File: config.mk
export PLATFORM = sky130hd
export DESIGN_NAME = motor_cruise_bang_bang_control
export DESIGN_NICKNAME = d
export VERILOG_FILES = /design/src/rtl/core/mcbb_pkg.sv /design/src/rtl/core/mcbb_ctrl.sv /design/src/rtl/core/mcbb_dp.sv /design/src/rtl/core/motor_cruise_bang_bang_control.sv
export SDC_FILE = /design/constraint.sdc
export NUM_CORES = 1
export LEC_CHECK = 0
export BUFFER_PORTS_ARGS = -buffer_cell sky130_fd_sc_hd__buf_4
export CAP_MARGIN = 40
export CORE_MARGIN = 8
export CORE_UTILIZATION = 40
export CTS_CLUSTER_SIZE = 8
export DETAILED_ROUTE_END_ITERATION = 10
export SYNTH_ARGS = -nofsm -noshare
export SYNTH_HDL_FRONTEND = slang
export SYNTH_HIERARCHICAL = 1
export SYNTH_SLANG_ARGS = --single-unit
export TNS_END_PERCENT = 50
File: constraint.sdc
create_clock -name clk_i -period 6.1 [get_ports clk_i]
set_input_delay 0.305 -clock clk_i [delete_from_list [all_inputs] [get_ports clk_i]]
set_output_delay 0.305 -clock clk_i [all_outputs]
set_load 0.01 [all_outputs]
File: src/rtl/core/mcbb_pkg.sv
// Shared types and constants for the motor cruise bang-bang speed controller.
// Used by the controller, the datapath and the top level; no dependencies.
package mcbb_pkg;

  // Field widths.
  localparam int CAPTURE_BITS = 16;
  localparam int DUTY_BITS    = 12;
  localparam int RPM_BITS     = 24;
  localparam int DB_BITS      = 16;
  localparam int CFG_IDX_BITS = 2;

  // The divider produces one quotient bit per cycle.
  localparam int DIV_STEPS    = RPM_BITS;
  localparam int DIV_CNT_BITS = $clog2(DIV_STEPS);

  localparam logic [DUTY_BITS-1:0] DUTY_MAX = {DUTY_BITS{1'b1}};
  localparam logic [RPM_BITS-1:0]  RPM_MAX  = {RPM_BITS{1'b1}};

  // Register reset values.
  localparam logic [DB_BITS-1:0]   DEADBAND_RST  = DB_BITS'(100);
  localparam logic [DUTY_BITS-1:0] DUTY_STEP_RST = DUTY_BITS'(5);
  localparam logic [RPM_BITS-1:0]  RPM_SCALE_RST = RPM_BITS'(300000);

  // Configuration register indexes.
  localparam logic [CFG_IDX_BITS-1:0] CFG_DEADBAND  = 2'd0;
  localparam logic [CFG_IDX_BITS-1:0] CFG_DUTY_STEP = 2'd1;
  localparam logic [CFG_IDX_BITS-1:0] CFG_RPM_SCALE = 2'd2;

  // Adjustment direction codes.
  localparam logic [1:0] DIR_HOLD = 2'd0;
  localparam logic [1:0] DIR_UP   = 2'd1;
  localparam logic [1:0] DIR_DOWN = 2'd2;

  // One measurement round.
  typedef struct packed {
    logic                    cruise_on;
    logic [DUTY_BITS-1:0]    adc_sample;
    logic [CAPTURE_BITS-1:0] capture_start;
    logic [CAPTURE_BITS-1:0] capture_end;
  } in_req_t;

  // One result.
  typedef struct packed {
    logic [DUTY_BITS-1:0] pwm_compare;
    logic [RPM_BITS-1:0]  measured_rpm;
    logic [1:0]           adjust_dir;
    logic [RPM_BITS-1:0]  setpoint_out;
  } out_rsp_t;

  // Commands from the controller to the datapath.
  typedef struct packed {
    logic load;
    logic step;
    logic commit;
  } dp_cmd_t;

  // Status from the datapath to the controller.
  typedef struct packed {
    logic div_last;
  } dp_status_t;

  // Controller states.
  typedef enum logic [2:0] {
    ST_IDLE   = 3'b001,
    ST_DIVIDE = 3'b010,
    ST_COMMIT = 3'b100
  } state_e;

endpackage

File: src/rtl/core/mcbb_ctrl.sv
// Sequencing state machine for the cruise controller: accept, divide, commit.
// Depends on mcbb_pkg; drives the datapath through dp_cmd_t.
module mcbb_ctrl
  import mcbb_pkg::*;
(
  input  logic       clk_i,
  input  logic       rst_ni,
  input  logic       in_valid_i,
  output logic       in_ready_o,
  output logic       out_valid_o,
  input  logic       out_ready_i,
  input  dp_status_t status_i,
  output dp_cmd_t    cmd_o
);

  state_e state_q, state_d;
  logic   out_valid_q, out_valid_d;
  logic   slot_free;

  // The result register can take a new result when empty or being drained.
  assign slot_free  = !out_valid_q || out_ready_i;
  assign in_ready_o = (state_q == ST_IDLE);

  // Command decode and next state.
  always_comb begin
    state_d    = state_q;
    cmd_o      = '0;
    unique case (state_q)
      ST_IDLE: begin
        if (in_valid_i) begin
          cmd_o.load = 1'b1;
          state_d    = ST_DIVIDE;
        end
      end
      ST_DIVIDE: begin
        cmd_o.step = 1'b1;
        if (status_i.div_last) begin
          state_d = ST_COMMIT;
        end
      end
      ST_COMMIT: begin
        if (slot_free) begin
          cmd_o.commit = 1'b1;
          state_d      = ST_IDLE;
        end
      end
      default: begin
        state_d = ST_IDLE;
      end
    endcase
  end

  // Result valid flag.
  always_comb begin
    out_valid_d = out_valid_q;
    if (cmd_o.commit) begin
      out_valid_d = 1'b1;
    end else if (out_ready_i) begin
      out_valid_d = 1'b0;
    end
  end

  assign out_valid_o = out_valid_q;

  always_ff @(posedge clk_i or negedge rst_ni) begin
    if (!rst_ni) begin
      state_q     <= ST_IDLE;
      out_valid_q <= 1'b0;
    end else begin
      state_q     <= state_d;
      out_valid_q <= out_valid_d;
    end
  end

  // A commit never overwrites a result that has not been taken.
  assert property (@(posedge clk_i) disable iff (!rst_ni)
    cmd_o.commit |-> (!out_valid_q || out_ready_i))
    else $error("commit overwrote a pending result");

  // An accepted request starts the divider on the next cycle.
  assert property (@(posedge clk_i) disable iff (!rst_ni)
    (in_valid_i && in_ready_o) |=> (cmd_o.step && !in_ready_o))
    else $error("divider did not start after accept");

  // Every commit leaves a valid result behind.
  assert property (@(posedge clk_i) disable iff (!rst_ni)
    cmd_o.commit |=> out_valid_o)
    else $error("result not valid after commit");

endmodule

File: src/rtl/core/mcbb_dp.sv
// Datapath of the cruise controller: config registers, bit-serial speed divider,
// regulation state and the result register. Depends on mcbb_pkg.
module mcbb_dp
  import mcbb_pkg::*;
(
  input  logic                    clk_i,
  input  logic                    rst_ni,
  input  logic                    cfg_we_i,
  input  logic [CFG_IDX_BITS-1:0] cfg_index_i,
  input  logic [RPM_BITS-1:0]     cfg_data_i,
  input  in_req_t                 in_req_i,
  input  dp_cmd_t                 cmd_i,
  output dp_status_t              status_o,
  output out_rsp_t                out_rsp_o
);

  // Configuration registers.
  logic [DB_BITS-1:0]   deadband_q;
  logic [DUTY_BITS-1:0] duty_step_q;
  logic [RPM_BITS-1:0]  rpm_scale_q;

  always_ff @(posedge clk_i or negedge rst_ni) begin
    if (!rst_ni) begin
      deadband_q  <= DEADBAND_RST;
      duty_step_q <= DUTY_STEP_RST;
      rpm_scale_q <= RPM_SCALE_RST;
    end else if (cfg_we_i) begin
      if (cfg_index_i == CFG_DEADBAND) begin
        deadband_q <= cfg_data_i[DB_BITS-1:0];
      end
      if (cfg_index_i == CFG_DUTY_STEP) begin
        duty_step_q <= cfg_data_i[DUTY_BITS-1:0];
      end
      if (cfg_index_i == CFG_RPM_SCALE) begin
        rpm_scale_q <= cfg_data_i;
      end
    end
  end

  // Latched request fields and divider registers.
  logic                    cruise_q;
  logic [DUTY_BITS-1:0]    adc_q;
  logic [CAPTURE_BITS-1:0] period_q;
  logic [RPM_BITS-1:0]     quo_q, quo_d;
  logic [CAPTURE_BITS-1:0] rem_q, rem_d;
  logic [DIV_CNT_BITS-1:0] cnt_q;

  logic [CAPTURE_BITS:0]   trial;
  logic [CAPTURE_BITS+1:0] diff;
  logic                    fits;

  // One restoring-division step: shift in the next dividend bit and subtract.
  always_comb begin
    trial = {rem_q, quo_q[RPM_BITS-1]};
    diff  = {1'b0, trial} - {2'b00, period_q};
    fits  = !diff[CAPTURE_BITS+1];
    rem_d = fits ? diff[CAPTURE_BITS-1:0] : trial[CAPTURE_BITS-1:0];
    quo_d = {quo_q[RPM_BITS-2:0], fits};
  end

  assign status_o.div_last = (cnt_q == '0);

  always_ff @(posedge clk_i) begin
    if (cmd_i.load) begin
      cruise_q <= in_req_i.cruise_on;
      adc_q    <= in_req_i.adc_sample;
      period_q <= in_req_i.capture_end - in_req_i.capture_start;
      quo_q    <= rpm_scale_q;
      rem_q    <= '0;
      cnt_q    <= DIV_CNT_BITS'(DIV_STEPS - 1);
    end else if (cmd_i.step) begin
      quo_q <= quo_d;
      rem_q <= rem_d;
      cnt_q <= cnt_q - DIV_CNT_BITS'(1);
    end
  end

  // Regulation state.
  logic                 first_q;
  logic [RPM_BITS-1:0]  setpoint_q, setpoint_d;
  logic [DUTY_BITS-1:0] duty_q, duty_d;
  logic [DUTY_BITS-1:0] pwm_q, pwm_d;
  logic [1:0]           dir_d;

  logic [RPM_BITS-1:0]  speed;
  logic [DUTY_BITS-1:0] duty_base;
  logic [DUTY_BITS:0]   duty_sum;
  logic [RPM_BITS:0]    speed_lo, band_hi;
  logic                 too_slow, too_fast;

  // Bang-bang decision with deadband and duty saturation.
  always_comb begin
    speed      = (period_q == '0) ? RPM_MAX : quo_q;
    duty_base  = (first_q || !cruise_q) ? adc_q : duty_q;
    duty_sum   = {1'b0, duty_base} + {1'b0, duty_step_q};
    speed_lo   = {1'b0, speed} + (RPM_BITS + 1)'(deadband_q);
    band_hi    = {1'b0, setpoint_q} + (RPM_BITS + 1)'(deadband_q);
    too_slow   = speed_lo < {1'b0, setpoint_q};
    too_fast   = {1'b0, speed} > band_hi;
    setpoint_d = setpoint_q;
    duty_d     = duty_base;
    pwm_d      = pwm_q;
    dir_d      = DIR_HOLD;
    priority if (!cruise_q) begin
      pwm_d      = duty_base;
      setpoint_d = speed;
    end else if (too_slow) begin
      duty_d = duty_sum[DUTY_BITS] ? DUTY_MAX : duty_sum[DUTY_BITS-1:0];
      pwm_d  = duty_d;
      dir_d  = DIR_UP;
    end else if (too_fast) begin
      duty_d = (duty_base > duty_step_q) ? (duty_base - duty_step_q) : '0;
      pwm_d  = duty_d;
      dir_d  = DIR_DOWN;
    end
  end

  always_ff @(posedge clk_i or negedge rst_ni) begin
    if (!rst_ni) begin
      first_q    <= 1'b1;
      setpoint_q <= '0;
      duty_q     <= '0;
      pwm_q      <= '0;
    end else if (cmd_i.commit) begin
      first_q    <= 1'b0;
      setpoint_q <= setpoint_d;
      duty_q     <= duty_d;
      pwm_q      <= pwm_d;
    end
  end

  // Result register.
  out_rsp_t rsp_q;

  always_ff @(posedge clk_i) begin
    if (cmd_i.commit) begin
      rsp_q.pwm_compare  <= pwm_d;
      rsp_q.measured_rpm <= speed;
      rsp_q.adjust_dir   <= dir_d;
      rsp_q.setpoint_out <= setpoint_d;
    end
  end

  assign out_rsp_o = rsp_q;

endmodule

File: src/rtl/core/motor_cruise_bang_bang_control.sv
// Top level of the motor cruise bang-bang speed controller.
// Depends on mcbb_pkg, mcbb_ctrl and mcbb_dp.
//
// Each request is one measurement round; it produces exactly one result. A
// request goes from acceptance to a valid result in order: the accepting edge
// latches it, the bit-serial divider forms rpm_scale / period one quotient bit
// per cycle, and the commit step updates duty, PWM and setpoint. The next
// request is accepted in the cycle after the result is registered, so no new
// request is taken while one is in flight. The commit update waits while an older
// result still sits unread at the output, which stalls the input too.
// Configuration writes are always ready and take effect at once; write them
// only while no request is in flight.
module motor_cruise_bang_bang_control
  import mcbb_pkg::*;
(
  input  logic                    clk_i,
  input  logic                    rst_ni,
  input  logic                    in_valid_i,
  output logic                    in_ready_o,
  input  in_req_t                 in_req_i,
  output logic                    out_valid_o,
  input  logic                    out_ready_i,
  output out_rsp_t                out_rsp_o,
  input  logic                    cfg_valid_i,
  output logic                    cfg_ready_o,
  input  logic [CFG_IDX_BITS-1:0] cfg_index_i,
  input  logic [RPM_BITS-1:0]     cfg_data_i
);

  dp_cmd_t    cmd;
  dp_status_t status;

  assign cfg_ready_o = 1'b1;

  // Sequencer.
  mcbb_ctrl u_ctrl (
    .clk_i       (clk_i),
    .rst_ni      (rst_ni),
    .in_valid_i  (in_valid_i),
    .in_ready_o  (in_ready_o),
    .out_valid_o (out_valid_o),
    .out_ready_i (out_ready_i),
    .status_i    (status),
    .cmd_o       (cmd)
  );

  // Divider, regulation state and result register.
  mcbb_dp u_dp (
    .clk_i       (clk_i),
    .rst_ni      (rst_ni),
    .cfg_we_i    (cfg_valid_i && cfg_ready_o),
    .cfg_index_i (cfg_index_i),
    .cfg_data_i  (cfg_data_i),
    .in_req_i    (in_req_i),
    .cmd_i       (cmd),
    .status_o    (status),
    .out_rsp_o   (out_rsp_o)
  );

endmodule
# After elaboration in Yosys (flattened, before gate mapping)
# Cells that the tools add are included.
[op_classes] eq_ne=8 n_lt_le_gt_ge=3 n_reduce_logical=15 add_sub_neg=7 n_bitwise=1 n_mux=27
[op_table] op="two-way mux 12 bit" count=9
[op_table] op="two-way mux 24 bit" count=4
[op_table] op="adder 24 x 16 -> 25 bit" count=2
[op_table] op="> comparator 24 x 25 -> 1 bit" count=1
[op_table] op="less-than comparator 25 x 24 -> 1 bit" count=1
[op_table] op="subtractor 17 x 16 -> 18 bit" count=1
[op_table] op="zero test 16 bit" count=1
[op_table] op="two-way mux 16 bit" count=1
[op_table] op="subtractor 16 bit" count=1
[op_table] op="adder 12 x 12 -> 13 bit" count=1
[op_table] op="> comparator 12 bit" count=1
[op_table] op="subtractor 12 bit" count=1
[op_table] op="two-way mux 3 bit" count=3
[op_table] op="case mux 3 bit (3 select lines)" count=1
[op_table] op="two-way mux 1 bit" count=8
[op_table] op="AND reduction 2 bit" count=3
[op_table] op="zero test 5 bit" count=1
[op_table] op="subtractor 5 x 1 -> 5 bit (second input constant)" count=1
[op_table] op="inequality test 2 bit (second input constant)" count=2
[op_table] op="nonzero test 2 bit" count=2
[op_table] op="== test 3 x 1 -> 1 bit (second input constant)" count=1
[op_table] op="== test 3 x 2 -> 1 bit (second input constant)" count=1
[op_table] op="== test 3 bit (second input constant)" count=1
[op_table] op="zero test 1 bit" count=3
[op_table] op="9 further kinds" count=10
[word_totals] wordCells=81 output_inout_bits=65 inputBits=76 register_bits=241

# Logic depth before layout (Yosys ltp)
[logic_depth] ltp_word=8 mapped_depth=25 ltp_nobuf=22

# By module
# The synthesis kept the hierarchy.
[by_module_without_submodules] mod="mcbb_dp" n_inst=1 area_each_um2=15127.0 cells_each=1503 seq_area_each_um2=6418.7
[by_module_without_submodules] mod="mcbb_ctrl" n_inst=1 area_each_um2=239.0 cells_each=22 seq_area_each_um2=101.3
[by_module_without_submodules] mod="motor_cruise_bang_bang_control" n_inst=1 area_each_um2=11.3 cells_each=2 seq_area_each_um2=0.0

# Worst setup path before layout
# Ideal clock, no wire load.
[synth_path] path_type="register -> register" from="register u_dp.period_q[1]" to="register u_dp.rsp_q, in the netlist u_dp/out_rsp_o[50], data pin" period_less_slack_ns=5.353 path_stages_with_launch=25 t_arrival_ns=5.096 setup_time_ns=0.257 n_path_buf=4 setup_slack_ns=0.747 required_ns=5.843 cell_sequence="edfxtp_1 -> nor4_1 -> and4_1 -> buf_2 -> clkbuf_1 -> or2_2 -> ha_1 -> a21oi_1 -> o21ai_0 -> o41ai_1 -> o2111ai_1 -> o211ai_1 -> o21a_1 -> nor2_1 -> o22a_1 -> ha_1 -> nand3_1 -> or2_2 -> or4_1 -> o22ai_1 -> o31ai_2 -> buf_2 -> buf_2 -> a21oi_1 -> a21oi_1"
[synth_via] elab_chain_cells=6 word_cells_on_any_way=8 cone_classes="1 x add/sub; 2 x order compare; 4 x mux; 1 x reduce/logical"
[synth_rtl] item="from (decl)" line="mcbb_dp.sv:43" text="logic [CAPTURE_BITS-1:0] period_q;"
[synth_rtl] item="from (signal assigned)" line="mcbb_dp.sv:67" text="period_q <= in_req_i.capture_end - in_req_i.capture_start;"
[synth_rtl] item="zero test 16 bit *" line="mcbb_dp.sv:93" text="speed = (period_q == '0) ? RPM_MAX : quo_q;"
[synth_rtl] item="two-way mux 24 bit *" line="mcbb_dp.sv:93"
[synth_rtl] item="net u_dp.speed[1]" line="mcbb_dp.sv:85" text="logic [RPM_BITS-1:0] speed;"
[synth_rtl] item="adder 24 x 16 -> 25 bit / > comparator 24 x 25 -> 1 bit (equally long branches)" line="mcbb_dp.sv:96, mcbb_dp.sv:99"
[synth_rtl] item="less-than comparator 25 x 24 -> 1 bit / two-way mux 12 bit (equally long branches)" line="mcbb_dp.sv:98, mcbb_dp.sv:111"
[synth_rtl] item="two-way mux 12 bit *" line="mcbb_dp.sv:107" text="end else if (too_slow) begin"
[synth_rtl] item="two-way mux 12 bit *" line="mcbb_dp.sv:104" text="priority if (!cruise_q) begin"
[synth_rtl] item="net u_dp.pwm_d[0]" line="mcbb_dp.sv:82" text="logic [DUTY_BITS-1:0] pwm_q, pwm_d;"
[synth_rtl] item="to (decl)" line="mcbb_dp.sv:133" text="out_rsp_t rsp_q;"
# The timed path passes the listed nets; every way through them passes the cells marked *.
# A chain may end at the register's enable or synchronous reset.

# Worst setup path after layout
[layout_path] from="register u_dp.period_q[12]" to="register u_dp.rsp_q, in the netlist u_dp/out_rsp_o[51], data pin"
# The elaborated chain is that of the path after synthesis.

==> results.yml <==
worst_setup_path:
  required_ns: 6.37
  critical_path.endpoint: "u_dp/out_rsp_o[51]$_DFFE_PP_"
  critPathCaptureType: "flip-flop"
  critPathKind: "flip-flop to flip-flop"
  r2r-start: "u_dp/period_q[12]$_DFFE_PP_"
  crit_arrival_ns: 5.96
  r2r-end: "u_dp/out_rsp_o[51]$_DFFE_PP_"
  cp-start-kind: "flip-flop"
  crit_path_start: "u_dp/period_q[12]$_DFFE_PP_"
  reg2regPathDepth: 24
  r2r_slack_ns: 0.41
  worstPathMaxFanout: 17
finish:
  antennaDiodeCount: 0
  areaGrowthSynthToFinish_pct: 19.79
  register_area_mm2: 0.006520
  multi_input_area_mm2: 0.008244
  fillers: 3545
  finalNetCount: 1915
  stdcell_area_mm2: 0.01842
  layout-drive-gt1-share_pct: 22.03
sta:
  drv_slew: 0
  holdWs_ns: 0.02227
  worst_pin_slew_ns: 0.8549
  hold_viol: 0
  fin_skew_ns: 0.02257
  slew_headroom_pct: 42.80
  max_freq_mhz: 175.8
  setup_viol: 0
  period_minus_slack_ns: 5.689
  post-route-period-util_pct: 93.27
yosys:
  synth_cells: 1527
  synth.avg_cell_area_um2: 10.07
  synth_flop_cell: "edfxtp_1"
  synth_edf_count: 115
  ys_ff_latch: 241
  synthDistinctLibCells: 85
  seq_area_frac_synth_pct: 42.40
  yosys_warnings: 6
  async_flop_share_pct: 43.57
  synth_area_mm2: 0.01538
  syn-num-nets: 1745
outcome:
  status: "finished, final reports clean"
power:
  power.internal_uw: 4775
  p_sw_share_pct: 39.26
  clkPwrFrac_pct: 23.7
  p_sw_uw: 3087
  combPwrFrac_pct: 47.3
  p_leak_uw: 0.007722
  p_seq_share_pct: 29.0
  ir_worst_vdd_uv: 258.7
  power.density_mw_per_mm2: 426.8
global_routing:
  met2_usage_pct: 28.47
  grt_max_degree: 88
  antenna_found_initial: 1
  use_met1_pct: 23.38
  grt.met3_usage_pct: 3.523
  grt-ovfl-total: 0
  grt_busiest_layer: "met2"
  first_global_vias: 11930
  grtUsageTotal_pct: 17.66
  grt_pass1_wl_um: 63800
floorplanning:
  io_pins: 141
  die_w_um: 212.1
  die_area_mm2: 0.04497
  start_util_pct: 40.16
  die_h_um: 212.1
  std_cell_rows: 72
  core_mm2: 0.03829
route:
  dr.pass1.iters: 5
  drt-initial-drc-count: 623
  wl_per_cell_um: 17.89
  wl_um: 40130
  ant_nets: 0
  num_vias: 11900
  route.detailed.drc: 0
  via_per_inst: 5.305
place:
  globalplace.congestion: 0.9086
  dp_hpwl_um: 29890
  numPortBuffers: 139
  place_area_mm2: 0.01706
clock_network:
  cts.sinks: 241
  cts_root_buf: "clkbuf_16"
  path_clk_slew_ns: 0.05
  numCtsBuffers: 36
  htree_levels: 2
  clkLatencyLatePin_ns: 0.54
  cts_tree: "yes"
  clk_path_buf_depth: 3
min_path:
  hold_class: "input port to flip-flop"
run:
  cap_viol_max_count: 0
==> placed cells by master, fill, tap and decap left out, types with 15 or more instances in the layout <==
master         synthesis  routed
dlygate4sd3_1          0      22
edfxtp_1             115     115
buf_4                  5     162
nor2b_1               21      21
o21ai_0               66      66
xnor2_1               57      57
nor2_1               131     131
a21oi_1              128     125
dfxtp_1               21      21
a211oi_1              20      19
a21o_1                18      17
inv_1                113     113
dfstp_2               15      15
o211ai_1              16      16
ha_1                 136     136
clkbuf_16              0      36
nand2_1              107     107
mux2_2                90      90
dfrtp_1               90      90
nor3_1                21      21
or2_2                 33      33
nand3_1               22      22
clkbuf_1              36      25
xor2_1                22      22
==> kinds of logic (layout without fill, tap and decap cells) <==
kind of cell | Yosys count | after routing | synth area share [%]
compound gates | 372 | 372 | 15.84
other cells | 1 | 1 | 0.02439
buf+inv | 169 | 367 | 4.500
flops | 241 | 241 | 42.40
xor+xnor | 79 | 79 | 4.500
simple gates | 422 | 422 | 13.58
mux | 101 | 101 | 7.307
fa+ha+maj | 142 | 142 | 11.85
==> cells in the mapped netlist (all sizes together) (14+ instances only) <==
library cell	instances	share of area, %
a211oi	23	1.2
a21o	18	0.88
a21oi	130	4.3
buf	20	0.86
clkbuf	36	0.88
dfrtp	90	15
dfstp	15	2.6
dfxtp	21	2.7
edfxtp	115	22
ha	136	11
inv	113	2.8
mux2	90	6.6
nand2	107	2.6
nand2b	14	0.57
nand3	22	0.72
nor2	132	3.3
nor2b	21	0.85
nor3	21	0.68
o211ai	16	0.78
o21a	15	0.73
o21ai	70	2.3
o21bai	14	0.68
or2	33	1.3
xnor2	57	3.2
xor2	22	1.3
==> worst max-delay path, stage by stage, from the launching register on <==
cell and delay [ns]:
edfxtp_1 0.40, nor4_2 0.30, and4_1 0.27, buf_6 0.19
or2_2 0.16, ha_1 0.23, a21oi_1 0.17, o21ai_0 0.15
o41ai_1 0.28, buf_4 0.18, o2111ai_1 0.14, o211ai_1 0.20
o21a_2 0.26, nor2_1 0.07, o22a_1 0.19, ha_1 0.29
nand3_1 0.08, or2_2 0.35, or4_1 0.58, o22ai_4 0.19
o31ai_2 0.11, buf_4 0.23, buf_4 0.19, a21oi_1 0.12
a21oi_1 0.10
==> state kept, by name (all words and copies together), names as in the netlist <==
signal,flops
u_dp/cnt_q,5
u_dp/pwm_q,12
u_dp/out_rsp_o,62
u_ctrl/out_valid_o,1
u_dp/duty_step_q,12
u_dp/deadband_q,16
u_ctrl/state_q,3
u_dp/period_q,16
u_dp/setpoint_q,24
u_dp/adc_q,12
u_dp/duty_q,12
u_dp/quo_q,24
u_dp/first_q,1
u_dp/cruise_q,1
u_dp/rem_q,16
u_dp/rpm_scale_q,24
==> layer usage <==
| layer | wire (um) | share of wire (%) | vias to the layer above |
|---|---|---|---|
| li1 | - | - | 5865 |
| met1 | 18520 | 46 | 5661 |
| met2 | 18200 | 45 | 299 |
| met3 | 2176 | 5.4 | 72 |
| met4 | 1219 | 3.0 | 2 |
| met5 | 13 | 0.032 | - |
==> what timing repair did <==
action / 4_1_cts / 5_1_grt
pin swaps: 0 / 6
hold buffers: 22 / 0
setup buffers: 0 / 3
resized for setup: 1 / 12
endpoints found under the setup margin: 13 / 36
endpoints found under the hold margin: 52 / 0
==> per-stage QoR <==
stage | std cells | setup TNS (ns) | total power, uW | utilization, % | worst slack [ns]
5_1_grt | 2243 | -0.01838 | 8437 | 48.11 | -0.009281
3_5_place_dp | 2152 | -0.08903 | 5912 | 44.55 | -0.04836
4_1_cts | 2240 | 0 | 7843 | 47.91 | 0.04229
2_1_floorplan | 1527 | 0 | 4959 | - | 0.7467
3_3_place_gp | 2149 | 0 | 5852 | 44.38 | 0.1502
6_report | 2243 | 0 | 7862 | 48.11 | 0.4107
==> layout make-up <==
type | count | area share, %
multi-input combinational | 1117 | 44.76
sequential | 241 | 35.40
tap | 518 | 3.519
clock inverter | 4 | 0.2853
timing repair buffer | 188 | 8.267
clock buffer | 62 | 5.475
inverter | 113 | 2.303
==> power by group through the flow <==
stage / Sequential (uW) / Combinational (uW) / Clock (uW)
after floorplan: 2220 / 2740 / 0
after global placement: 2300 / 3550 / 0
after detailed placement: 2310 / 3610 / 0
after CTS: 2280 / 3650 / 1920
after global routing: 2310 / 4140 / 1990
final: 2280 / 3720 / 1860
==> how the worst min path moves through the flow <==
| stage | slack [ns] | start | depth (start not counted) | end |
|---|---|---|---|---|
| floorplan | 0.009 | rst_ni | 0 | u_ctrl/out_valid_o$_DFFE_PN0P_ |
| global placement | 0.33 | rst_ni | 1 | u_dp/setpoint_q[12]$_DFFE_PN0P_ |
| detailed placement | 0.34 | rst_ni | 1 | u_dp/setpoint_q[13]$_DFFE_PN0P_ |
| CTS | 0.002 | cfg_data_i[15] | 2 | u_dp/rpm_scale_q[15]$_DFFE_PN1P_ |
| global route | 0.005 | cfg_data_i[15] | 2 | u_dp/deadband_q[15]$_DFFE_PN0P_ |
| finish | 0.02 | cfg_data_i[15] | 2 | u_dp/rpm_scale_q[15]$_DFFE_PN1P_ |
Note: power is estimated with default switching activity, not from simulation.
